## src/sv/scc_pkg.sv

```systemverilog
// Package for the sector cache replacement controller.
// Holds sizes, status, opcode and fill codes. No dependencies.
package scc_pkg;
  localparam int unsigned Entries    = 64;
  localparam int unsigned SlotBits   = $clog2(Entries);
  localparam int unsigned ReaderBits = 8;
  localparam logic [ReaderBits-1:0] ReaderMax = '1;

  typedef enum logic [1:0] {
    OpOpen  = 2'd0,
    OpClose = 2'd1,
    OpFlush = 2'd2,
    OpRsvd  = 2'd3
  } op_e;

  typedef enum logic [3:0] {
    StHit       = 4'd0,
    StFree      = 4'd1,
    StEvict     = 4'd2,
    StBusy      = 4'd3,
    StNoVictim  = 4'd4,
    StBad       = 4'd5,
    StClosed    = 4'd6,
    StNotCached = 4'd7,
    StFlushed   = 4'd8,
    StNothing   = 4'd9
  } status_e;

  localparam logic [1:0] FillNone = 2'd0;
  localparam logic [1:0] FillRead = 2'd1;
  localparam logic [1:0] FillZero = 2'd2;

  typedef struct packed {
    logic [3:0]          status;
    logic [SlotBits-1:0] slot;
    logic [31:0]         sector;
    logic                writeback;
    logic [1:0]          fill;
    logic                last;
  } result_t;
endpackage

```

## src/sv/scc_ram.sv

```systemverilog
// Generic single-port RAM with registered read.
// No dependencies.
module scc_ram #(
  parameter int unsigned Width = 32,
  parameter int unsigned Depth = 64
) (
  input  logic                     clk_i,
  input  logic                     we_i,
  input  logic [$clog2(Depth)-1:0] addr_i,
  input  logic [Width-1:0]         wdata_i,
  output logic [Width-1:0]         rdata_o
);
  logic [Width-1:0] mem [Depth];

  always_ff @(posedge clk_i) begin
    if (we_i) begin
      mem[addr_i] <= wdata_i;
    end
    rdata_o <= mem[addr_i];
  end
endmodule

```

## src/sv/sector_cache_clock_replacement.sv

```systemverilog
// Top level of the sector cache tag and clock replacement controller.
// Depends on scc_pkg and scc_ram (tag and reader count store).
//
// One word is taken on s_axis and answered with one or more result words on
// m_axis. The tags and reader counts live in a single-port RAM, so every
// step walks one entry. A lookup scans entries in order, reading each one and
// then comparing it. On a miss the flag bits are scanned for a free slot at
// one entry per cycle. If no slot is free, the clock sweep runs for up to two
// rounds of the hand, reading and then deciding at each step. A claimed slot
// then has its tag written in a separate claim state. Flush walks all entries,
// reading and checking each, and releases a held flushed word before it looks
// at the next dirty entry again. It also stalls while a flushed word waits on
// m_axis. The input is not ready while a request is in progress. A result
// register holds each word until it is taken. Set the pinned sector through
// cfg_we_i and cfg_wdata_i, and only while the block is idle.
module sector_cache_clock_replacement (
  input  logic        clk_i,
  input  logic        rst_ni,
  input  logic        cfg_we_i,
  input  logic [31:0] cfg_wdata_i,
  input  logic        s_axis_tvalid,
  output logic        s_axis_tready,
  // tdata: opcode[1:0], sector[33:2], write[34], create[35], zeros to 39
  input  logic [39:0] s_axis_tdata,
  output logic        m_axis_tvalid,
  input  logic        m_axis_tready,
  // tdata: status[3:0], slot[9:4], sector_out[41:10], writeback[42],
  // fill[44:43], zeros to 47
  output logic [47:0] m_axis_tdata,
  output logic        m_axis_tlast
);
  import scc_pkg::*;

  localparam logic [3:0] S_IDLE  = 4'd0;
  localparam logic [3:0] S_LRD   = 4'd1;  // lookup: read tag
  localparam logic [3:0] S_LCMP  = 4'd2;  // lookup: compare
  localparam logic [3:0] S_FREE  = 4'd3;  // free slot scan
  localparam logic [3:0] S_SRD   = 4'd4;  // sweep: read tag at hand
  localparam logic [3:0] S_SCMP  = 4'd5;  // sweep: decide
  localparam logic [3:0] S_FRD   = 4'd6;  // flush: read tag
  localparam logic [3:0] S_FCMP  = 4'd7;  // flush: emit
  localparam logic [3:0] S_OUT   = 4'd8;  // wait for final word taken
  localparam logic [3:0] S_CLAIM = 4'd9;  // write tag of claimed slot

  localparam int unsigned EntBits = 32 + ReaderBits;
  localparam logic [SlotBits-1:0] LastSlot = SlotBits'(Entries - 1);
  localparam logic [SlotBits+1:0] LastStep = (SlotBits+2)'(2 * Entries - 1);

  logic [3:0] state_q;
  logic [31:0] pin_q;
  logic [Entries-1:0] valid_q, acc_q, dirty_q, wr_q;
  logic [SlotBits-1:0] hand_q, idx_q;
  logic [SlotBits+1:0] steps_q;
  logic [1:0] op_q;
  logic [31:0] sec_q;
  // flushed_q marks a flushed word held in res_q that is not yet released.
  logic wrr_q, cr_q, flushed_q;
  result_t res_q;
  logic out_v_q, out_set;

  // Each RAM word holds the reader count above the tag.
  logic ent_we;
  logic [SlotBits-1:0] ent_addr;
  logic [EntBits-1:0] ent_wdata, ent_rd;
  logic [31:0] tag_rd;
  logic [ReaderBits-1:0] rc_rd, rc_claim, rc_next;

  scc_ram #(.Width(EntBits), .Depth(Entries)) u_tag (
    .clk_i(clk_i), .we_i(ent_we), .addr_i(ent_addr),
    .wdata_i(ent_wdata), .rdata_o(ent_rd)
  );

  assign tag_rd = ent_rd[31:0];
  assign rc_rd  = ent_rd[EntBits-1:32];

  logic in_acc, in_bad, lk_hit, lk_last;
  logic held_hand, sw_pin, sw_skip, sw_last, flush_hit;
  logic rc_inc, rc_dec, out_free;
  logic [1:0] fill_code;

  assign in_acc = s_axis_tvalid && s_axis_tready;
  assign in_bad = (s_axis_tdata[1:0] == OpRsvd) ||
                  ((s_axis_tdata[1:0] == OpOpen) && s_axis_tdata[35] && !s_axis_tdata[34]);

  assign lk_hit    = valid_q[idx_q] && (tag_rd == sec_q);
  assign lk_last   = (idx_q == LastSlot);
  assign held_hand = wr_q[hand_q] || (rc_rd != '0);
  assign sw_pin    = valid_q[hand_q] && (tag_rd == pin_q);
  assign sw_skip   = sw_pin || acc_q[hand_q] || held_hand;
  assign sw_last   = (steps_q == LastStep);
  assign flush_hit = valid_q[idx_q] && dirty_q[idx_q] && !wr_q[idx_q];

  // Reader count updates are written back to the entry during the compare.
  assign rc_inc = (state_q == S_LCMP) && lk_hit && (op_q == OpOpen) && !cr_q &&
                  !wrr_q && !wr_q[idx_q] && (rc_rd != ReaderMax);
  assign rc_dec = (state_q == S_LCMP) && lk_hit && (op_q == OpClose) && !wrr_q &&
                  (rc_rd != '0);

  assign rc_claim  = wrr_q ? '0 : ReaderBits'(1);
  assign rc_next   = rc_inc ? rc_rd + ReaderBits'(1) : rc_rd - ReaderBits'(1);
  assign ent_we    = (state_q == S_CLAIM) || rc_inc || rc_dec;
  assign ent_wdata = (state_q == S_CLAIM) ? {rc_claim, sec_q} : {rc_next, tag_rd};
  assign ent_addr  = (state_q == S_SRD) ? hand_q : idx_q;

  assign s_axis_tready = (state_q == S_IDLE) && !out_v_q;
  assign m_axis_tvalid = out_v_q;
  assign m_axis_tlast  = res_q.last;
  assign m_axis_tdata  = {3'b0, res_q.fill, res_q.writeback, res_q.sector,
                          res_q.slot, res_q.status};

  assign out_free = !out_v_q || m_axis_tready;

  assign fill_code = cr_q ? FillZero : FillRead;

  always_ff @(posedge clk_i or negedge rst_ni) begin
    if (!rst_ni) begin
      pin_q <= '0;
    end else if (cfg_we_i) begin
      pin_q <= cfg_wdata_i;
    end
  end

  // A result word is flagged when res_q is loaded with it, in the claim state for a word
  // loaded earlier, or when a flushed word already held there is released.
  always_comb begin
    unique case (state_q)
      S_IDLE:  out_set = in_acc && in_bad;
      S_LCMP:  out_set = lk_hit || (lk_last && (op_q != OpOpen));
      S_SCMP:  out_set = sw_skip && sw_last;
      S_CLAIM: out_set = 1'b1;
      S_FCMP:  out_set = out_free && ((flush_hit && flushed_q) || lk_last);
      default: out_set = 1'b0;
    endcase
  end

  always_ff @(posedge clk_i or negedge rst_ni) begin
    if (!rst_ni) begin
      out_v_q <= 1'b0;
    end else if (out_set) begin
      out_v_q <= 1'b1;
    end else if (m_axis_tready) begin
      out_v_q <= 1'b0;
    end
  end

  function automatic result_t mk(status_e st, logic [SlotBits-1:0] sl);
    result_t r;
    r = '0;
    r.status = st;
    r.slot = sl;
    r.last = 1'b1;
    return r;
  endfunction

  always_ff @(posedge clk_i or negedge rst_ni) begin
    if (!rst_ni) begin
      state_q   <= S_IDLE;
      valid_q   <= '0;
      acc_q     <= '0;
      dirty_q   <= '0;
      wr_q      <= '0;
      hand_q    <= '0;
      idx_q     <= '0;
      steps_q   <= '0;
      flushed_q <= 1'b0;
      op_q      <= '0;
      sec_q     <= '0;
      wrr_q     <= 1'b0;
      cr_q      <= 1'b0;
      res_q     <= '0;
    end else begin
      unique case (state_q)
        S_IDLE: begin
          if (in_acc) begin
            op_q  <= s_axis_tdata[1:0];
            sec_q <= s_axis_tdata[33:2];
            wrr_q <= s_axis_tdata[34];
            cr_q  <= s_axis_tdata[35];
            idx_q <= '0;
            flushed_q <= 1'b0;
            // An open with create but without write, and the reserved opcode, answer at once.
            priority if (in_bad) begin
              res_q <= mk(StBad, '0);
            end else if (s_axis_tdata[1:0] == OpFlush) begin
              state_q <= S_FRD;
            end else begin
              state_q <= S_LRD;
            end
          end
        end
        S_LRD: state_q <= S_LCMP;
        S_LCMP: begin
          if (lk_hit) begin
            state_q <= S_OUT;
            if (op_q == OpOpen) begin
              if (cr_q) begin
                res_q <= mk(StBad, '0);
              end else if (wr_q[idx_q] || (wrr_q && rc_rd != '0) ||
                           (!wrr_q && rc_rd == ReaderMax)) begin
                res_q <= mk(StBusy, idx_q);
              end else begin
                if (wrr_q) begin
                  wr_q[idx_q] <= 1'b1;
                  dirty_q[idx_q] <= 1'b1;
                end
                acc_q[idx_q] <= 1'b1;
                res_q <= mk(StHit, idx_q);
              end
            end else begin
              if (wrr_q ? !wr_q[idx_q] : (rc_rd == '0)) begin
                res_q <= mk(StBad, idx_q);
              end else begin
                if (wrr_q) wr_q[idx_q] <= 1'b0;
                res_q <= mk(StClosed, idx_q);
              end
            end
          end else if (lk_last) begin
            idx_q <= '0;
            if (op_q == OpOpen) begin
              state_q <= S_FREE;
            end else begin
              res_q <= mk(StNotCached, '0);
              state_q <= S_OUT;
            end
          end else begin
            idx_q <= idx_q + 1'b1;
            state_q <= S_LRD;
          end
        end
        S_FREE: begin
          // An entry that was never claimed has no holder, so the valid bit
          // alone decides whether the slot is free.
          if (!valid_q[idx_q]) begin
            res_q <= '{status: StFree, slot: idx_q, sector: '0,
                       writeback: 1'b0, fill: fill_code, last: 1'b1};
            state_q <= S_CLAIM;
          end else if (lk_last) begin
            steps_q <= '0;
            state_q <= S_SRD;
          end else begin
            idx_q <= idx_q + 1'b1;
          end
        end
        S_SRD: state_q <= S_SCMP;
        S_SCMP: begin
          hand_q <= (hand_q == LastSlot) ? '0 : hand_q + 1'b1;
          steps_q <= steps_q + 1'b1;
          if (sw_skip) begin
            // The pinned entry keeps its accessed bit; other skipped entries
            // lose theirs.
            if (!sw_pin) acc_q[hand_q] <= 1'b0;
            if (sw_last) begin
              res_q <= mk(StNoVictim, '0);
              state_q <= S_OUT;
            end else begin
              state_q <= S_SRD;
            end
          end else begin
            idx_q <= hand_q;
            res_q <= '{status: StEvict, slot: hand_q,
                       sector: (valid_q[hand_q] && dirty_q[hand_q]) ? tag_rd : '0,
                       writeback: valid_q[hand_q] && dirty_q[hand_q],
                       fill: fill_code, last: 1'b1};
            state_q <= S_CLAIM;
          end
        end
        S_CLAIM: begin
          valid_q[idx_q] <= 1'b1;
          acc_q[idx_q]   <= 1'b1;
          dirty_q[idx_q] <= wrr_q;
          if (wrr_q) wr_q[idx_q] <= 1'b1;
          state_q <= S_OUT;
        end
        S_FRD: state_q <= S_FCMP;
        S_FCMP: begin
          if (out_free) begin
            // A flushed word waits in res_q until the next dirty entry or the
            // end of the walk shows whether it is the last one.
            if (flush_hit && flushed_q) begin
              // Release the held word and look at this entry again.
              flushed_q <= 1'b0;
            end else if (lk_last) begin
              state_q <= S_OUT;
              if (flush_hit) begin
                dirty_q[idx_q] <= 1'b0;
                res_q <= '{status: StFlushed, slot: idx_q, sector: tag_rd,
                           writeback: 1'b1, fill: FillNone, last: 1'b1};
              end else if (flushed_q) begin
                res_q.last <= 1'b1;
              end else begin
                res_q <= mk(StNothing, '0);
              end
            end else begin
              idx_q <= idx_q + 1'b1;
              state_q <= S_FRD;
              if (flush_hit) begin
                dirty_q[idx_q] <= 1'b0;
                flushed_q <= 1'b1;
                res_q <= '{status: StFlushed, slot: idx_q, sector: tag_rd,
                           writeback: 1'b1, fill: FillNone, last: 1'b0};
              end
            end
          end
        end
        S_OUT: begin
          if (!out_v_q || (m_axis_tready && res_q.last)) state_q <= S_IDLE;
        end
        default: state_q <= S_IDLE;
      endcase
    end
  end

  // A claimed slot ends up valid.
  assert property (@(posedge clk_i) disable iff (!rst_ni)
    state_q == S_CLAIM |=> valid_q[$past(idx_q)])
    else $error("claimed slot not valid");
  // An entry is never held by a writer and readers at once.
  assert property (@(posedge clk_i) disable iff (!rst_ni)
    (state_q == S_LCMP) && lk_hit |-> !(wr_q[idx_q] && rc_rd != '0))
    else $error("writer and readers together");
  // No new request while a word is pending.
  assert property (@(posedge clk_i) disable iff (!rst_ni)
    out_v_q |-> !s_axis_tready)
    else $error("ready while result pending");
  // A new result word is only loaded when the output register is free.
  assert property (@(posedge clk_i) disable iff (!rst_ni)
    out_set |-> out_free)
    else $error("result word overwritten");
endmodule
```

## config.mk

```make
export PLATFORM = sky130hd
export DESIGN_NAME = sector_cache_clock_replacement
export DESIGN_NICKNAME = d
export VERILOG_FILES = /design/src/sv/scc_pkg.sv /design/src/sv/scc_ram.sv /design/src/sv/sector_cache_clock_replacement.sv
export SDC_FILE = /design/constraint.sdc
export NUM_CORES = 2
export LEC_CHECK = 0
export ABC_CLOCK_PERIOD_IN_PS = 16000
export BUFFER_PORTS_ARGS = -buffer_cell sky130_fd_sc_hd__buf_2
export CORE_MARGIN = 2
export CORE_UTILIZATION = 45
export CTS_CLUSTER_SIZE = 10
export DETAILED_ROUTE_END_ITERATION = 6
export GPL_TIMING_DRIVEN = 0
export SYNTH_ARGS = -nofsm -noshare
export SYNTH_HDL_FRONTEND = slang
export SYNTH_HIERARCHICAL = 1
export SYNTH_SLANG_ARGS = --single-unit
```

## constraint.sdc

```tcl
create_clock -name clk_i -period 16 [get_ports clk_i]
set_input_delay 0.8 -clock clk_i [delete_from_list [all_inputs] [get_ports clk_i]]
set_output_delay 0.8 -clock clk_i [all_outputs]
set_load 0.03 [all_outputs]
```

# Word level (Yosys, flattened, before mapping)
# Memories as Yosys holds them, arrays and structs flattened. A register that Yosys moved wholly into a read port is not among the register bits.
# Index checks and enable logic that the tools add are counted.
# word_totals
output_inout_bits	51
regBits	396
word_cells	266
memories	1
ram_bits	2560
inputBits	77
# classes
mux	108
order_cmp	4
n_eq_ne	50
n_bitwise	9
reduce_logical	68
add_sub_neg	5
# memory_table
name	depth	width	rd	rd_ports_with_merged_regs	write_ports	line	source
u_tag.mem	64	40	1	1	1	scc_ram.sv:13	logic [Width-1:0] mem [Depth];
# op_table
operator	count
$mux 64	21
$mux 46	14
$pmux 64 s3	2
$or 64x64->64	4
$pmux 46 s5	1
$and 64x64->64	3
$not 64->64	2
$pmux 64 s2	1
$mux 45	2
$mux 44	2
$bwmux 64	1
$eq 32x32->1	2
$mux 6	10
$mux 4	13
$bmux 1 s6	7
$mux 40	1
$pmux 4 s10	1
$ne 2x2->1 const B	18
$ne 3x3->1 const B	11
$mux 32	1
$pmux 6 s5	1
$logic_and 1x1->1	28
$mux 8	3
$mux 1	20
40 further kinds	75

# Logic depth before layout (Yosys ltp)
# depth
word_depth	13
ltp_mapped	22
depth_no_buf	17

# Cells and area by module
# Netlist, hierarchy kept.
# modules_own_cells
mod	area_each_um2	cells_per_inst	seq_area_each_um2	n_inst
scc_ram	97888.9	5501	77674.5	1
sector_cache_clock_replacement	22001.1	2294	9909.5	1

# Worst setup path before layout
# No wires, ideal clock.
# synth_path
path_kind	reg2reg
start	register idx_q[0]
end	memory u_tag/mem[0][39] in the netlist's numbering, data pin
required_ps	15452
path_slack_ps	9755
path_stages_with_launch	21
synth_period_minus_slack_ps	6245
setup_time_ps	548
arrival_time_ps	5697
path_buffers	3
cell_sequence	dfrtp_1 > buf_4 > buf_6 > nand2b_1 > mux4_2 > a31oi_1 > nor4_1 > and3_1 > buf_2 > nor4_1 > nand3_1 > ha_1 > a21o_1 > a21oi_1 > o21bai_1 > a21oi_1 > o21bai_1 > a21oi_1 > xnor2_1 > or2_2 > a21oi_1
# synth_via
elab_chain_cells	11
# synth_rtl
item	line	source
start, declared	sector_cache_clock_replacement.sv:52	logic [SlotBits-1:0] hand_q, idx_q;
start signal, assigned	sector_cache_clock_replacement.sv:226	idx_q <= idx_q + 1'b1;
start signal, assigned	sector_cache_clock_replacement.sv:241	idx_q <= idx_q + 1'b1;
start signal, assigned	sector_cache_clock_replacement.sv:259	idx_q <= hand_q;
$bmux 1 s6	sector_cache_clock_replacement.sv:85	assign lk_hit = valid_q[idx_q] && (tag_rd == sec_q);
$mux 1 (implied by the code)	sector_cache_clock_replacement.sv:85	
$logic_and 1x1->1	sector_cache_clock_replacement.sv:85	
$logic_and 1x1->1 (4 in a row)	sector_cache_clock_replacement.sv:94	assign rc_inc = (state_q == S_LCMP) && lk_hit && (op_q == OpOpen) && !cr_q &&
$logic_and 1x1->1 (*) (2 in a row)	sector_cache_clock_replacement.sv:95	!wrr_q && !wr_q[idx_q] && (rc_rd != ReaderMax);
$mux 8 (*)	sector_cache_clock_replacement.sv:100	assign rc_next = rc_inc ? rc_rd + ReaderBits'(1) : rc_rd - ReaderBits'(1);
$mux 40 (*)	sector_cache_clock_replacement.sv:102	assign ent_wdata = (state_q == S_CLAIM) ? {rc_claim, sec_q} : {rc_next, tag_rd};
net ent_wdata[39]	sector_cache_clock_replacement.sv:64	logic [EntBits-1:0] ent_wdata, ent_rd;
end, declared	scc_ram.sv:13	
# The timed path passes the listed nets; every way through them passes the cells marked *. The select of a mux whose other input is x is not followed.

# Worst setup path after layout
# layout_path
start	register hand_q[2]
end	memory u_tag/mem[36][15] in the netlist's numbering (enable)
# layout_via
elab_chain_cells	1
# layout_rtl
item	line	source
start, declared	sector_cache_clock_replacement.sv:52	
start signal, assigned	sector_cache_clock_replacement.sv:246	hand_q <= (hand_q == LastSlot) ? '0 : hand_q + 1'b1;
$mux 6	sector_cache_clock_replacement.sv:103	assign ent_addr = (state_q == S_SRD) ? hand_q : idx_q;
net ent_addr[2]	sector_cache_clock_replacement.sv:63	logic [SlotBits-1:0] ent_addr;
# The timed path passes the listed nets, and every way through them passes these cells.

==> results_dict.tcl <==
set metrics [dict create \
    post-route-util_pct 52.6 \
    yosysWarnings 6 \
    worst_clock_skew_ns 0.0794 \
    yosysSeqAreaShare_pct 73.1 \
    grt_pass1_vias 79100 \
    power_density_nw_per_um2 195 \
    cp_max_fo 16 \
    slew_headroom_pct -8.23 \
    p_leak_nw 46.3 \
    syn_area_um2 120000 \
    gp_congestion 1.01 \
    worstHoldStart "cfg_wdata_i[13]" \
    dp.final_hpwl_mm 337 \
    ant_nets 0 \
    cts_max_path_buffers 4 \
    coreArea_um2 265000 \
    die_w_um 520 \
    num_io_pins 128 \
    hold_viol 0 \
    htree_levels 5 \
    grt_pass1_wl_mm 653 \
    violations "design-rule violations, max-capacitance violations, max-slew violations" \
    first_iter_violations 15100 \
    critPathCaptureType "flip-flop" \
    drt-total-wl_mm 485 \
    netlist_instances 7795 \
    rr_startpoint "hand_q[2]" \
    cts_tree "yes" \
    clk_pin_slew_ns 0.06 \
    final_max_slew_viol_count 48 \
    dp_cells 11600 \
    die-height_um 520 \
    synth_seq_cells 2996 \
    worstHoldPathType "in2reg" \
    post_cts_buffers 0 \
    syn_avg_cell_area_um2 15.4 \
    critPathRequiredTime_ns 16.61 \
    crit_path_start "hand_q[2]" \
    synth_edf_count 2560 \
    worstMarginPinSlew_ns 1.60 \
    row_count 189 \
    status "finished with violations" \
    critPathLaunchType "flip-flop" \
    start_util_pct 45.2 \
    tns_ns 0 \
    rsz0062_at_grt "false" \
    drive_above_1_share_pct 16.5 \
    finalCritPeriodShare_pct 61.9 \
    first_pass_iters 7 \
    wl_per_cell_um 39.8 \
    grt.overflow.total 0 \
    track_usage_pct 35.0 \
    fp.dieArea_um2 271000 \
    max_freq_ghz 0.101 \
    crit_type "reg2reg" \
    antenna_found_initial 68 \
    cts_buffers 347 \
    syn_to_final_growth_pct 16.3 \
    yosysUniqueCellTypes 94 \
    grt_max_degree 116 \
    setup_violations 0 \
    cts.sinks 2996 \
    stdcell_area_um2 139000 \
    peakVddDrop_mv 0.199 \
    nFillCells 21600 \
    finalNetCount 8534 \
    clock-root-buffer "clkbuf_16" \
    io_buffer_count 119 \
    cts-resized-gates 0 \
    vias 84500 \
    vias_per_cell 6.93 \
    cp_data_arrival_time_ns 10.51 \
    drv_cap 7 \
    min_period_ns 9.90 \
    clk_latency_ns 0.96 \
    drc 19 \
    fin_cells 12200 \
    synth_flop_cell "edfxtp_1" \
    place_area_um2 129000 \
    ys_async_sr_fraction_pct 13.2 \
]
## sequential cells by signal, indices dropped and copies added, names as in the netlist, 2 cells and up
name / flops
op_q: 2
steps_q: 8
sec_q: 32
valid_q: 64
m_axis_tdata: 45
hand_q: 6
dirty_q: 64
u_tag/rdata_o: 40
pin_q: 32
state_q: 4
wr_q: 64
acc_q: 64
u_tag/mem: 2560
idx_q: 6
## placed cells by master (no fill, tap or decap), drive strengths merged, types with 48 or more instances in the layout
master     n
a21o      62
a21oi    394
a221oi   494
a22oi    461
a31oi     93
buf      620
clkbuf   764
dfrtp    396
diode     48
edfxtp  2560
inv       68
mux2     261
mux2i    232
mux4      53
nand2    304
nand3     80
nand4     69
nor2     454
nor3      55
o21ai    293
o22a      54
o22ai    140
o31ai     90
## final timing paths
| kind | to | slack, ns | cells after the start |
|---|---|---|---|
| setup / recovery | u_tag/mem[36][15] | 6.10 | 19 |
| hold reg to reg | valid_q[12] | 0.48 | 1 |
| min in group asynchronous | dirty_q[24] | 0.48 | 2 |
| setup reg to reg | u_tag/mem[36][15] | 6.10 | 19 |
| max in group asynchronous | m_axis_tdata[17] | 13.94 | 4 |
| hold / removal | pin_q[13] | 0.11 | 2 |
## metal layers
metal  wire, um  GRT usage, %
met1     177000          46.3
met5        887         0.228
met3      71200          12.8
met2     205000          50.2
met4      30900          18.5
## kinds of logic after synthesis
logic type      after synthesis  share of synthesized area, %
buf+inv                     660                          2.52
xor+xnor                     77                         0.563
simple gates               1158                          4.46
fa+ha+maj                    10                         0.111
mux                         546                          5.38
other cells                   1                       0.00313
flops                      2996                          73.1
compound gates             2347                          13.9
## what timing repair did
action / in CTS / in global routing
endpoints found under the setup margin: 0 / 0
hold endpoints to repair: 74 / 0
hold buffers: 1 / 0
## metrics by stage
| step | total power [mW] | setup slack, ns | hold WS (ns) |
|---|---|---|---|
| after CTS | 26.8 | 6.63 | 0.0514 |
| after floorplan | 15.0 | 9.76 | 0.434 |
| after global routing | 27.7 | 6.40 | 0.104 |
| after global placement | 19.4 | 3.45 | 0.453 |
| final | 27.3 | 6.10 | 0.106 |
| after detailed placement | 19.7 | 6.67 | 0.465 |
## cells in the mapped netlist (all sizes together), types with 232 or more instances
master  count  area share [%]
edfxtp   2560              64
clkbuf    286            0.90
buf       320             1.5
a22oi     461             2.9
dfrtp     396             8.3
nand2     304            0.96
a21oi     394             1.6
mux2      261             2.5
nor2      454             1.4
a221oi    494             3.6
mux2i     232             1.9
o21ai     293             1.2
## critical path: stages, from the launching register on
cell and delay [ns]:
dfrtp_1 0.32, buf_2 0.24, buf_2 0.44, buf_2 0.51, buf_1 0.96, clkbuf_1 1.07, clkbuf_1 0.64, nand2_1 0.08
o21ai_0 0.33, buf_6 0.28, buf_6 0.20, buf_4 0.39, buf_2 0.51, buf_2 0.64, buf_4 0.47, buf_2 0.35
nand3_1 0.68, nor2_4 0.88, buf_12 0.30, buf_12 0.20
## area by class of cell
cell class / instances / area (um2) / area share, %
Clock buffer: 478 / 9360 / 6.71
Inverter: 54 / 203 / 0.145
Timing Repair Buffer: 301 / 4400 / 3.16
Tap cell: 3533 / 4420 / 3.17
Multi-Input combinational cell: 4141 / 30100 / 21.6
Sequential cell: 2996 / 87600 / 62.8
Clock inverter: 32 / 429 / 0.308
Buffer: 606 / 2830 / 2.03
Antenna cell: 48 / 120 / 0.0861
## report_power, final
group	switching [mW]	leakage (nW)	total, mW	internal [mW]
combinational	7.41	12.9	9.77	2.36
clock	3.11	4.73	7.17	4.06
sequential	0.270	28.7	10.3	10.1
total	10.8	46.3	27.3	16.5
No activity file was read; power rests on OpenSTA's default activity.
